### config.mk
export PLATFORM = sky130hd
export DESIGN_NAME = plot_window_reply_parser_unit
export DESIGN_NICKNAME = d
export VERILOG_FILES = /design/src/pwrp_pkg.sv /design/src/pwrp_parser.sv /design/src/pwrp_out_buf.sv /design/src/plot_window_reply_parser_unit.sv
export SDC_FILE = /design/constraint.sdc
export NUM_CORES = 1
export LEC_CHECK = 0
export BUFFER_PORTS_ARGS = -buffer_cell sky130_fd_sc_hd__buf_2
export CAP_MARGIN = 20
export CELL_PAD_IN_SITES_DETAIL_PLACEMENT = 1
export CELL_PAD_IN_SITES_GLOBAL_PLACEMENT = 1
export CORE_MARGIN = 3
export CORE_UTILIZATION = 35
export DETAILED_ROUTE_END_ITERATION = 8
export GPL_TIMING_DRIVEN = 0
export PLACE_DENSITY = 0.72
export SLEW_MARGIN = 20
export SYNTH_ARGS = -nofsm -noshare
export SYNTH_HDL_FRONTEND = slang
export SYNTH_SLANG_ARGS = --single-unit
### constraint.sdc
create_clock -name clk -period 7.25 [get_ports clk]
set_clock_uncertainty 0.15 [all_clocks]
set_input_delay 0.725 -clock clk [delete_from_list [all_inputs] [get_ports clk]]
set_output_delay 0.725 -clock clk [all_outputs]
set_load 0.02 [all_outputs]
### src/pwrp_pkg.sv
// Shared types and constants for the plot window reply parser.
// No dependencies; imported by every module of the block.
package pwrp_pkg;

    // Drawing area size after reset
    localparam logic [15:0] SIZE_X_RESET = 16'd11880;
    localparam logic [15:0] SIZE_Y_RESET = 16'd8400;

    // ASCII codes the parser reacts to
    localparam logic [7:0] CH_ZERO    = 8'h30;
    localparam logic [7:0] CH_NINE    = 8'h39;
    localparam logic [7:0] CH_NEWLINE = 8'h0A;

    // One result item
    typedef struct packed {
        logic        accepted;
        logic [15:0] origin_x;
        logic [15:0] origin_y;
        logic [15:0] size_x;
        logic [15:0] size_y;
    } pwrp_result_t;

endpackage

### src/pwrp_parser.sv
// Byte parser: decimal accumulate, field sequencing and window check.
// Depends on pwrp_pkg.
module pwrp_parser (
    input  logic                   clk,
    input  logic                   rst_n,
    input  logic                   in_fire,
    input  logic [7:0]             rx_byte,
    output logic                   res_valid,
    output pwrp_pkg::pwrp_result_t res
);
    import pwrp_pkg::*;

    typedef enum logic [1:0] {FIELD_X0, FIELD_Y0, FIELD_X1, FIELD_Y1} field_t;

    field_t      field_reg, field_next;
    logic [15:0] accum_reg, accum_next;
    logic        seen_reg, seen_next;
    logic [15:0] x0_reg, x0_next;
    logic [15:0] y0_reg, y0_next;
    logic [15:0] x1_reg, x1_next;
    logic [15:0] size_x_reg, size_x_next;
    logic [15:0] size_y_reg, size_y_next;

    logic        is_digit;
    logic        ends_num;
    logic [3:0]  digit;
    logic [15:0] accum_dec;
    logic [15:0] width;
    logic [15:0] height;
    logic        ok;

    // Byte classification and value*10+digit, wrapping at 16 bits
    assign is_digit  = (rx_byte inside {[CH_ZERO:CH_NINE]});
    assign ends_num  = (rx_byte == CH_NEWLINE) && seen_reg;
    assign digit     = 4'(rx_byte - CH_ZERO);
    assign accum_dec = {accum_reg[12:0], 3'b000} + {accum_reg[14:0], 1'b0}
                     + {12'd0, digit};

    // Window check on x0, y0, x1 and the y1 in the accumulator
    assign width  = x1_reg - x0_reg;
    assign height = accum_reg - y0_reg;
    assign ok     = (x1_reg > x0_reg) && (accum_reg > y0_reg)
                 && (width <= size_x_reg) && (height <= size_y_reg);

    // Next state
    always_comb
    begin
        field_next  = field_reg;
        accum_next  = accum_reg;
        seen_next   = seen_reg;
        x0_next     = x0_reg;
        y0_next     = y0_reg;
        x1_next     = x1_reg;
        size_x_next = size_x_reg;
        size_y_next = size_y_reg;
        res_valid   = 1'b0;
        if (in_fire)
        begin
            if (is_digit)
            begin
                accum_next = accum_dec;
                seen_next  = 1'b1;
            end
            else if (ends_num)
            begin
                accum_next = '0;
                seen_next  = 1'b0;
                case (field_reg)
                    FIELD_X0:
                    begin
                        x0_next    = accum_reg;
                        field_next = FIELD_Y0;
                    end
                    FIELD_Y0:
                    begin
                        y0_next    = accum_reg;
                        field_next = FIELD_X1;
                    end
                    FIELD_X1:
                    begin
                        x1_next    = accum_reg;
                        field_next = FIELD_Y1;
                    end
                    default:
                    begin
                        field_next = FIELD_X0;
                        res_valid  = 1'b1;
                        if (ok)
                        begin
                            size_x_next = width;
                            size_y_next = height;
                        end
                    end
                endcase
            end
        end
    end

    // Result item, carrying the sizes as they stand after this reply
    always_comb
    begin
        res.accepted = ok;
        res.origin_x = x0_reg;
        res.origin_y = y0_reg;
        res.size_x   = size_x_next;
        res.size_y   = size_y_next;
    end

    // State registers
    always_ff @(posedge clk or negedge rst_n)
    begin
        if (!rst_n)
        begin
            field_reg  <= FIELD_X0;
            accum_reg  <= '0;
            seen_reg   <= 1'b0;
            x0_reg     <= '0;
            y0_reg     <= '0;
            x1_reg     <= '0;
            size_x_reg <= SIZE_X_RESET;
            size_y_reg <= SIZE_Y_RESET;
        end
        else
        begin
            field_reg  <= field_next;
            accum_reg  <= accum_next;
            seen_reg   <= seen_next;
            x0_reg     <= x0_next;
            y0_reg     <= y0_next;
            x1_reg     <= x1_next;
            size_x_reg <= size_x_next;
            size_y_reg <= size_y_next;
        end
    end

endmodule

### src/pwrp_out_buf.sv
// Two-entry output buffer (result register plus skid register).
// Depends on pwrp_pkg.
module pwrp_out_buf (
    input  logic                   clk,
    input  logic                   rst_n,
    input  logic                   push,
    input  pwrp_pkg::pwrp_result_t push_data,
    output logic                   space,
    output logic                   out_valid,
    input  logic                   out_ready,
    output pwrp_pkg::pwrp_result_t out_data
);
    import pwrp_pkg::*;

    logic         main_valid_reg;
    logic         skid_valid_reg;
    pwrp_result_t main_reg;
    pwrp_result_t skid_reg;
    logic         pop;

    assign space     = !skid_valid_reg;
    assign out_valid = main_valid_reg;
    assign out_data  = main_reg;
    assign pop       = main_valid_reg && out_ready;

    // Control: valid flags
    always_ff @(posedge clk or negedge rst_n)
    begin
        if (!rst_n)
        begin
            main_valid_reg <= 1'b0;
            skid_valid_reg <= 1'b0;
        end
        else if (pop)
        begin
            if (skid_valid_reg)
                skid_valid_reg <= 1'b0;
            else
                main_valid_reg <= push;
        end
        else if (push)
        begin
            if (main_valid_reg)
                skid_valid_reg <= 1'b1;
            else
                main_valid_reg <= 1'b1;
        end
    end

    // Payload
    always_ff @(posedge clk)
    begin
        if (pop)
        begin
            if (skid_valid_reg)
                main_reg <= skid_reg;
            else if (push)
                main_reg <= push_data;
        end
        else if (push)
        begin
            if (main_valid_reg)
                skid_reg <= push_data;
            else
                main_reg <= push_data;
        end
    end

endmodule

### src/plot_window_reply_parser_unit.sv
// Top level of the plot window reply parser.
// Depends on pwrp_pkg, pwrp_parser and pwrp_out_buf.
//
//  channel | handshake             | payload
//  --------+-----------------------+-------------------------------------------
//  in      | in_valid / in_ready   | rx_byte
//  out     | out_valid / out_ready | accepted, origin_x, origin_y,
//          |                       | size_x_out, size_y_out
//
// One byte item is taken every cycle while in_ready is high; the parse step
// and window check sit between the input port and the output buffer, so the
// result for the newline that ends y1 is registered there. A two-entry result
// buffer lets items keep flowing while one result waits at the output; in_ready
// drops only once both entries hold results. Reset restores the default drawing area.
module plot_window_reply_parser_unit (
    input  logic        clk,
    input  logic        rst_n,
    input  logic        in_valid,
    output logic        in_ready,
    input  logic [7:0]  rx_byte,
    output logic        out_valid,
    input  logic        out_ready,
    output logic        accepted,
    output logic [15:0] origin_x,
    output logic [15:0] origin_y,
    output logic [15:0] size_x_out,
    output logic [15:0] size_y_out
);
    import pwrp_pkg::*;

    logic         in_fire;
    logic         res_valid;
    pwrp_result_t res;
    pwrp_result_t out_data;

    assign in_fire = in_valid && in_ready;

    pwrp_parser u_parser (
        .clk       (clk),
        .rst_n     (rst_n),
        .in_fire   (in_fire),
        .rx_byte   (rx_byte),
        .res_valid (res_valid),
        .res       (res)
    );

    pwrp_out_buf u_out_buf (
        .clk       (clk),
        .rst_n     (rst_n),
        .push      (res_valid),
        .push_data (res),
        .space     (in_ready),
        .out_valid (out_valid),
        .out_ready (out_ready),
        .out_data  (out_data)
    );

    assign accepted   = out_data.accepted;
    assign origin_x   = out_data.origin_x;
    assign origin_y   = out_data.origin_y;
    assign size_x_out = out_data.size_x;
    assign size_y_out = out_data.size_y;

`ifndef SYNTHESIS
    // A result only comes from an accepted item
    a_res_from_item: assert property (@(posedge clk) disable iff (!rst_n)
        res_valid |-> in_fire)
        else $error("result raised without an accepted item");

    // Input back-pressure only while a result is on show
    a_stall_has_output: assert property (@(posedge clk) disable iff (!rst_n)
        !in_ready |-> out_valid)
        else $error("input stalled with no result pending");

    // An applied window always has non-zero size
    a_applied_nonzero: assert property (@(posedge clk) disable iff (!rst_n)
        res_valid && res.accepted |-> (res.size_x != 16'd0) && (res.size_y != 16'd0))
        else $error("applied window with zero size");

    // A result just pushed into an empty buffer is shown next cycle
    a_push_shown: assert property (@(posedge clk) disable iff (!rst_n)
        res_valid && !out_valid |=> out_valid)
        else $error("pushed result not presented");
`endif

endmodule
==> impl_metrics.csv, run 1 <==
group,metric,value,unit
power,ir_drop,0.154,mV
synthesis,syn_inst,933,
detailed_routing,vias,7564,
clock_network,root_buffer,"clkbuf_16",
sta,fmax,173,MHz
worst_hold_path,min-delay-start,"out_ready",
sta,setup_viol_count_final,0,
place,port_buffers,78,
layout,drive_above_1_share,0.234,
floorplan,fp.coreArea,32700,um^2
worst_setup_path,cp-startpoint,"u_parser.accum_reg[1]$_DFFE_PN0P_",
detailed_routing,wl_per_cell,18.7,um
worst_hold_path,hold_path_class,"input pin to register",
clock_network,cts.clk_slew.worst_paths,0.06,ns
sta,grt_setup_unrepaired,"no",
worst_setup_path,crit_path_end_kind,"register",
power,comb_power_share,0.297,
synthesis,ys_seq_area_frac,0.553,
clock_network,clk_latency,0.52,ns
sta,min_period,5.80,ns
layout,syn_to_final_growth,16.1,%
power,p_int,2.54,mW
floorplan,ios,79,
layout,final_cells,1512,
sta,report.final.slew_viol_count,0,
synthesis,avgSynthCellArea,12.5,um^2
detailed_routing,wirelength,28300,um
synthesis,synth.net_count,1043,
worst_setup_path,timing.rr.start,"u_parser.accum_reg[1]$_DFFE_PN0P_",
floorplan,fp.dieH,189,um
floorplan,die_area,35500,um^2
detailed_routing,drtPass1Iterations,4,
detailed_routing,drtIter0Drc,367,
sta,tightestPinTransition,0.786,ns
grt,antenna_found_initial,0,
floorplan,initial_core_util,0.357,
worst_setup_path,path_max_fanout,10,
synthesis,yosys_register_bits,231,
place,place_hpwl,21100,um
power,p_seq_frac,0.393,
synthesis,synthFlopType,"edfxtp_1",
run_status,status,"finished clean",
synthesis,synthDistinctLibCells,62,
detailed_routing,vias_per_cell,5.00,
floorplan,num_rows,66,
clock_network,cts_buffer_depth,3,
synthesis,async_flop_share,0.437,
layout,diodes,0,
grt,track_usage,0.159,
layout,num-nets-final,1162,
power,p_clk_frac,0.310,
sta,finalCritPeriodShare,0.800,
floorplan,die_w,189,um
detailed_routing,detail-route-antenna-nets,0,
clock_network,cts_tree,"built",
clock_network,cts_resized,0,
synthesis,syn-cell-area,11700,um^2
sta,fin_ws,1.45,ns
worst_setup_path,critPathLaunchType,"register",
clock_network,cts_made_buffers,24,
layout,final_common_cell,"edfxtp_1",
place,place_inst,1467,
power,power.switching,1.25,mW
worst_setup_path,cp.arrival,5.90,ns
run,drv_cap,0,
grt,grt-ovfl-total,0,
power,p_total,3.78,mW
grt,grt_pass1_vias,8112,
worst_setup_path,critical_path_class,"register to register",
synthesis,synth_warnings,0,
layout,mostFrequentLayoutCells,"130 x edfxtp_1, 94 x ha_1, 90 x dfrtp_1",
detailed_routing,drc,0,
place,place.gp.congestion,0.796,
synthesis,synth_edf_count,130,
power,sw_frac_of_total,0.330,
grt,grt_pass1_wl,45300,um
power,p_leak,5.88,nW
power,cellPowerDensity,279,nW/um^2
clock_network,clock_sinks,231,
place,place_ws,1.49,ns
sta,hold_viol_final,0,
sta,max-slew-margin-rel,0.476,
clock_network,h-tree-depth,1,
worst_setup_path,cp.required,7.35,ns
grt,grt_max_degree,70,
-- metrics by stage --
| step | hold WS (ns) | cell area [um^2] | utilization | TNS [ns] |
|---|---|---|---|---|
| after global placement | 0.299 | 12600 | 0.385 | -249.26 |
| after floorplan | 0.279 | 11700 | - | 0 |
| after global routing | 0.299 | 13500 | 0.414 | 0 |
| after detailed placement | 0.306 | 12800 | 0.391 | 0 |
| after CTS | 0.281 | 13500 | 0.414 | 0 |
| final | 0.301 | 13500 | 0.414 | 0 |
-- power groups by stage --
| stage | combinational (mW) | sequential (mW) | clock, mW |
|---|---|---|---|
| floorplan | 0.832 | 1.46 | 0 |
| global placement | 1.06 | 1.51 | 0 |
| detailed placement | 1.11 | 1.51 | 0 |
| CTS | 1.12 | 1.49 | 1.20 |
| global route | 1.26 | 1.49 | 1.27 |
| finish | 1.12 | 1.49 | 1.17 |
-- synth_stat cells (3+ instances only) --
cell type	count	area (um^2)
edfxtp_1	130	3900
ha_1	94	1180
dfrtp_1	90	2250
nand2_1	85	319
inv_1	82	308
mux2_2	72	811
o21ai_0	65	325
a21oi_1	41	205
mux2_4	26	390
nor2_1	26	97.6
xnor2_1	24	210
clkbuf_1	16	60.1
nand4_1	16	100
xor2_1	15	131
a21o_1	12	90.1
nor3_1	12	60.1
dfstp_2	11	289
nand3_1	9	45.0
a31oi_1	7	43.8
and3_1	7	43.8
o21a_1	7	52.6
nor2b_1	6	37.5
o21ai_1	6	30.0
a211oi_1	5	37.5
a22o_1	5	43.8
a211o_1	4	35.0
fa_1	4	80.1
o211ai_1	4	30.0
o31ai_1	4	30.0
buf_6	3	33.8
nor3b_1	3	22.5
or3_1	3	18.8
-- final timing paths --
check | end | slack (ns) | cells past startpoint
hold / removal | u_out_buf.skid_valid_reg$_DFFE_PN0P_ | 0.30 | 2
setup reg to reg | u_out_buf.out_data[28]$_DFFE_PP_ | 1.45 | 18
setup / recovery | u_out_buf.out_data[28]$_DFFE_PP_ | 1.45 | 18
hold reg to reg | u_out_buf.skid_reg[61]$_DFFE_PP_ | 0.32 | 0
max in group asynchronous | u_parser.x0_reg[1]$_DFFE_PN0P_ | 5.73 | 3
min in group asynchronous | u_parser.size_y_reg[12]$_DFF_PN0_ | 0.55 | 2
-- layer usage --
layer,share of wire,GRT usage,up-vias
met2,0.48,0.272,98
li1,-,-,3631
met4,0.021,0.0390,0
met5,0,0,-
met3,0.032,0.0195,37
met1,0.47,0.216,3798
-- kinds of logic after synthesis --
logic type | after synthesis | share of synthesized area
DFF | 231 | 0.553
and+or+nand+nor | 182 | 0.0750
AOI/OAI and AO/OA | 179 | 0.0950
buffers and inverters | 104 | 0.0355
muxes | 100 | 0.105
adders and majority gates | 98 | 0.108
xor gates and xnor gates | 39 | 0.0293
-- layout make-up --
type                       instances  area, um^2
timing repair buffer              93         566
multi-input combinational        598        4810
inverter                          82         308
tap                              442         553
clock buffer                      36         697
fill                            3539       19200
sequential                       231        6440
clock inverter                     8        48.8
buffer                            22         106
-- timing repair --
action | in CTS | in global routing
hold buffers | 1 | 0
buffers inserted | 0 | 0
endpoints found under the hold margin | 23 | 0
-- critical path, stage by stage, from the launching register on --
cell and delay, ns:
dfrtp_1 0.68, ha_1 0.34, nor2b_1 0.15, o31a_1 0.28, o221a_1 0.24, o41ai_1 0.49
o21ai_1 0.21, a31oi_1 0.37, xnor2_1 0.12, ha_1 0.31, nand4_1 0.15, nor4_1 0.39
nor3_1 0.08, o31ai_1 0.14, nand4_1 0.20, or3_4 0.45, buf_6 0.17, mux2_4 0.32
mux2_2 0.27
Note: power is estimated with default switching activity, not from simulation.
==> run 2: changes to the inputs <==
--- a/config.mk
+++ b/config.mk
@@ -13,7 +13,7 @@
 export CORE_UTILIZATION = 35
 export DETAILED_ROUTE_END_ITERATION = 8
 export GPL_TIMING_DRIVEN = 0
-export PLACE_DENSITY = 0.72
+export PLACE_DENSITY = 0.7
 export SLEW_MARGIN = 20
 export SYNTH_ARGS = -nofsm -noshare
 export SYNTH_HDL_FRONTEND = slang
==> constraint.sdc (replaced) <==
create_clock -name clk -period 5.9 [get_ports clk]
set_clock_uncertainty 0.15 [all_clocks]
set_input_delay 0.59 -clock clk [delete_from_list [all_inputs] [get_ports clk]]
set_output_delay 0.59 -clock clk [all_outputs]
set_load 0.02 [all_outputs]
==> impl_metrics.csv, run 2 (same netlist as run 1, synthesis figures left out) <==
group,metric,value,unit
run_status,status,"finished clean",
run,drv_cap,0,
detailed_routing,drtPass1Iterations,4,
clock_network,root_buffer,"clkbuf_16",
detailed_routing,wirelength,28300,um
worst_hold_path,hold_path_class,"input pin to register",
grt,grt-ovfl-total,0,
clock_network,cts.clk_slew.worst_paths,0.07,ns
sta,grt_setup_unrepaired,"no",
grt,grt_pass1_vias,8025,
clock_network,post_cts_buffers,0,
layout,num-nets-final,1160,
grt,track_usage,0.158,
place,dpl_cell_area,12800,um^2
sta,setup_viol_count_final,0,
clock_network,cts_made_buffers,25,
detailed_routing,vias,7544,
sta,report.final.slew_viol_count,0,
clock_network,cts_buffer_depth,3,
place,port_buffers,78,
sta,max-slew-margin-rel,0.515,
sta,tightestPinTransition,0.728,ns
clock_network,clk_latency,0.53,ns
layout,nFillCells,3504,
layout,syn_to_final_growth,16.9,%
place,place_inst,1464,
place,place.gp.congestion,0.797,
grt,grt_pass1_wl,44900,um
floorplan,ios,79,
worst_setup_path,critPathLaunchType,"register",
clock_network,cts_tree,"built",
floorplan,die_area,35500,um^2
grt,grt_max_degree,71,
detailed_routing,detail-route-antenna-nets,0,
worst_setup_path,cp.arrival,5.79,ns
layout,mostFrequentLayoutCells,"130 x edfxtp_1, 94 x ha_1, 88 x dfrtp_1",
sta,min_period,5.68,ns
sta,finalCritPeriodShare,0.962,
layout,multi_input_area,4820,um^2
layout,drive_above_1_share,0.239,
layout,final_common_cell,"edfxtp_1",
floorplan,fp.dieH,189,um
place,place_hpwl,21000,um
power,ir_drop,0.229,mV
floorplan,num_rows,66,
clock_network,h-tree-depth,1,
sta,holdWs,0.182,ns
power,p_leak,5.93,nW
detailed_routing,drtIter0Drc,361,
worst_setup_path,rrSetupSlack,0.22,ns
floorplan,fp.coreArea,32700,um^2
layout,final_cells,1511,
worst_setup_path,cp.required,6.01,ns
layout,diodes,0,
sta,fmax,176,MHz
layout,regArea,6450,um^2
floorplan,die_w,189,um
worst_setup_path,path_max_fanout,10,
worst_setup_path,crit_path_end_kind,"register",
grt,antenna_found_initial,0,
detailed_routing,wl_per_cell,18.8,um
detailed_routing,vias_per_cell,4.99,
sta,hold_viol_final,0,
layout,fin_area,13600,um^2
detailed_routing,drc,0,
floorplan,initial_core_util,0.357,
clock_network,clock_sinks,231,
power,cellPowerDensity,354,nW/um^2
worst_setup_path,critical_path_class,"register to register",
==> run 2: cell types whose count changed in the layout (fill, tap and decap cells not counted), moves of 2 or more <==
cell and delta:
bufinv_16 +3, inv_6 +4, clkbuf_8 -2, dfrtp_1 -2, clkbuf_1 -5, buf_4 -6
buf_6 +2, dfrtp_2 +2
==> run 2: final timing paths <==
| kind | startpoint | to | depth (start not counted) |
|---|---|---|---|
| setup / recovery | u_parser.accum_reg[0]$_DFFE_PN0P_ | u_out_buf.out_data[28]$_DFFE_PP_ | 20 |
| hold / removal | rx_byte[0] | u_parser.accum_reg[0]$_DFFE_PN0P_ | 2 |
| setup reg to reg | u_parser.accum_reg[0]$_DFFE_PN0P_ | u_out_buf.out_data[28]$_DFFE_PP_ | 20 |
| hold reg to reg | u_parser.y0_reg[11]$_DFFE_PN0P_ | u_out_buf.skid_reg[43]$_DFFE_PP_ | 0 |
| max in group asynchronous | rst_n | u_parser.accum_reg[2]$_DFFE_PN0P_ | 3 |
| min in group asynchronous | rst_n | u_parser.size_x_reg[1]$_DFF_PN0_ | 2 |
==> run 2: layer usage <==
metal | wire length, um | global-route usage | part of all wire
met5 | 0 | 0 | 0
met4 | 678 | 0.0421 | 0.024
met3 | 796 | 0.0171 | 0.028
met2 | 13600 | 0.269 | 0.48
met1 | 13300 | 0.217 | 0.47
==> run 2: report_power, final <==
part           leakage (nW)  internal (mW)  switching [mW]
clock network         0.411          0.934           0.670
registers              2.55           1.72           0.107
logic                  2.97          0.583           0.816
==> run 2: through the flow <==
| stage | worst slack (ns) | TNS (ns) | total power, mW | util |
|---|---|---|---|---|
| after floorplan | 0.561 | 0 | 2.82 | - |
| after global placement | -1.46 | -152.28 | 3.18 | 0.386 |
| after detailed placement | 0.0840 | 0 | 3.23 | 0.391 |
| after CTS | 0.0600 | 0 | 4.85 | 0.417 |
| after global routing | 0.0117 | 0 | 5.11 | 0.417 |
| final | 0.222 | 0 | 4.83 | 0.417 |
==> run 2: area by class of cell <==
cell class,count,share of cell area
Timing Repair Buffer,90,0.0409
Buffer,22,0.00780
Tap cell,442,0.0406
Sequential cell,231,0.473
Clock buffer,29,0.0477
Clock inverter,17,0.0137
Multi-Input combinational cell,598,0.354
Inverter,82,0.0226
==> run 2: repair_timing <==
action,4_1_cts,5_1_grt
hold endpoints to repair,22,0
endpoints found under the setup margin,0,32
hold buffers,1,0
gates resized for setup,0,3
==> run 2: critical path: stages (launching register included) <==
cell and delay, ns:
dfrtp_1 0.45, inv_1 0.24, ha_1 0.22, inv_1 0.06, fa_1 0.43, a21o_1 0.18, a21oi_1 0.29, o21ai_1 0.22
nand4_1 0.16, nand4b_1 0.12, xor2_1 0.37, ha_1 0.23, nand4_1 0.20, nor4_1 0.44, nor3_1 0.09, o31ai_1 0.14
nand4_1 0.19, or3_4 0.45, buf_6 0.18, mux2_4 0.33, mux2_2 0.27
==> run 3: changes to the inputs <==
--- a/config.mk
+++ b/config.mk
@@ -14,6 +14,7 @@
 export DETAILED_ROUTE_END_ITERATION = 8
 export GPL_TIMING_DRIVEN = 0
 export PLACE_DENSITY = 0.7
+export SETUP_SLACK_MARGIN = 0.4
 export SLEW_MARGIN = 20
 export SYNTH_ARGS = -nofsm -noshare
 export SYNTH_HDL_FRONTEND = slang
==> impl_metrics.csv, run 3 (same netlist as run 1, synthesis figures left out) <==
group,metric,value,unit
power,p_seq_frac,0.374,
clock_network,post_cts_buffers,0,
clock_network,clk_latency,0.53,ns
power,power.switching,1.62,mW
layout,syn_to_final_growth,17.3,%
sta,fmax,187,MHz
detailed_routing,drtPass1Iterations,4,
sta,hold_viol_final,0,
layout,nFillCells,3495,
grt,grt_max_degree,71,
layout,finish.utilization,0.418,
layout,drive_above_1_share,0.245,
detailed_routing,vias_per_cell,4.99,
floorplan,initial_core_util,0.357,
sta,tightestPinTransition,0.745,ns
sta,grt_setup_unrepaired,"no",
worst_setup_path,critical_path_class,"register to register",
layout,final_common_cell,"edfxtp_1",
power,comb_power_share,0.298,
place,port_buffers,78,
clock_network,cts_made_buffers,25,
clock_network,clock_sinks,231,
grt,track_usage,0.158,
worst_hold_path,min-delay-start,"out_ready",
place,dpl_cell_area,12800,um^2
worst_setup_path,cp.required,6.01,ns
worst_setup_path,crit_path_end_kind,"register",
place,place_inst,1464,
clock_network,h-tree-depth,1,
clock_network,cts_buffer_depth,3,
detailed_routing,vias,7534,
detailed_routing,wl_per_cell,18.8,um
sta,max-slew-margin-rel,0.503,
power,p_total,4.88,mW
sta,min_period,5.35,ns
sta,tns,0,ns
sta,holdWs,0.178,ns
place,place.gp.congestion,0.797,
worst_setup_path,path_max_fanout,10,
floorplan,die_w,189,um
detailed_routing,drtIter0Drc,329,
grt,antenna_found_initial,0,
power,p_leak,5.93,nW
worst_setup_path,timing.rr.start,"u_parser.accum_reg[1]$_DFFE_PN0P_",
layout,num-nets-final,1160,
clock_network,root_buffer,"clkbuf_16",
floorplan,die_area,35500,um^2
floorplan,ios,79,
floorplan,fp.dieH,189,um
place,place_ws,0.0840,ns
sta,fin_ws,0.551,ns
layout,diodes,0,
worst_setup_path,cp.arrival,5.46,ns
run,drv_cap,0,
power,p_int,3.26,mW
clock_network,cts_tree,"built",
layout,final_cells,1511,
detailed_routing,detail-route-antenna-nets,0,
place,place_hpwl,21000,um
worst_setup_path,critPathLaunchType,"register",
sta,report.final.slew_viol_count,0,
sta,setup_viol_count_final,0,
power,cellPowerDensity,357,nW/um^2
grt,grt_pass1_wl,44900,um
floorplan,num_rows,66,
power,sw_frac_of_total,0.332,
power,p_clk_frac,0.328,
sta,finalCritPeriodShare,0.907,
worst_setup_path,cp-startpoint,"u_parser.accum_reg[1]$_DFFE_PN0P_",
detailed_routing,wirelength,28400,um
worst_hold_path,hold_path_class,"input pin to register",
floorplan,fp.coreArea,32700,um^2
power,ir_drop,0.215,mV
run_status,status,"finished clean",
layout,mostFrequentLayoutCells,"130 x edfxtp_1, 94 x ha_1, 88 x dfrtp_1",
layout,fin_area,13700,um^2
clock_network,cts.clk_slew.worst_paths,0.07,ns
grt,grt_pass1_vias,8024,
detailed_routing,drc,0,
grt,grt-ovfl-total,0,
## run 3: final timing paths
kind | to | depth (start not counted) | slack (ns)
min in group asynchronous | u_parser.size_x_reg[1]$_DFF_PN0_ | 2 | 0.38
hold reg to reg | u_out_buf.skid_reg[43]$_DFFE_PP_ | 0 | 0.31
setup reg to reg | u_out_buf.out_data[28]$_DFFE_PP_ | 18 | 0.55
hold / removal | u_out_buf.skid_valid_reg$_DFFE_PN0P_ | 2 | 0.18
max in group asynchronous | u_parser.accum_reg[2]$_DFFE_PN0P_ | 3 | 4.53
setup / recovery | u_out_buf.out_data[28]$_DFFE_PP_ | 18 | 0.55
## run 3: critical path: stages (launching register included)
cell,delay [ns]
dfrtp_2,0.52
ha_1,0.34
nor2b_1,0.15
o31a_1,0.28
o221a_1,0.28
o41ai_4,0.29
o21ai_1,0.18
a31oi_2,0.31
xnor2_1,0.18
ha_1,0.28
nand4_1,0.21
inv_1,0.06
a221oi_1,0.29
or2_1,0.19
nand4_1,0.13
or3_4,0.45
buf_6,0.18
mux2_4,0.33
mux2_2,0.27
## run 3: metal layers
metal	global-route usage	wire length (um)	vias to the layer above
met4	0.0421	666	0
met5	0	0	-
met1	0.216	13200	3767
li1	-	-	3618
met2	0.269	13700	103
met3	0.0171	874	46
## run 3: cell type report
type,instances,area [um^2],area share
Timing Repair Buffer,90,558,0.0408
Clock buffer,29,651,0.0476
Tap cell,442,553,0.0404
Buffer,22,106,0.00778
Inverter,82,308,0.0225
Clock inverter,17,186,0.0136
Sequential cell,231,6450,0.472
Multi-Input combinational cell,598,4860,0.356
## run 3: power by group through the flow
stage / clock network (mW) / logic [mW] / registers (mW)
2_1_floorplan: 0 / 1.02 / 1.80
6_report: 1.60 / 1.45 / 1.83
4_1_cts: 1.64 / 1.41 / 1.83
3_5_place_dp: 0 / 1.37 / 1.86
5_1_grt: 1.71 / 1.62 / 1.83
3_3_place_gp: 0 / 1.33 / 1.86
## run 3: timing repair
action / in CTS / in global routing
pin swaps: 0 / 1
setup endpoints to repair: 57 / 28
resized for setup: 7 / 3
hold buffers: 1 / 0
endpoints found under the hold margin: 22 / 0
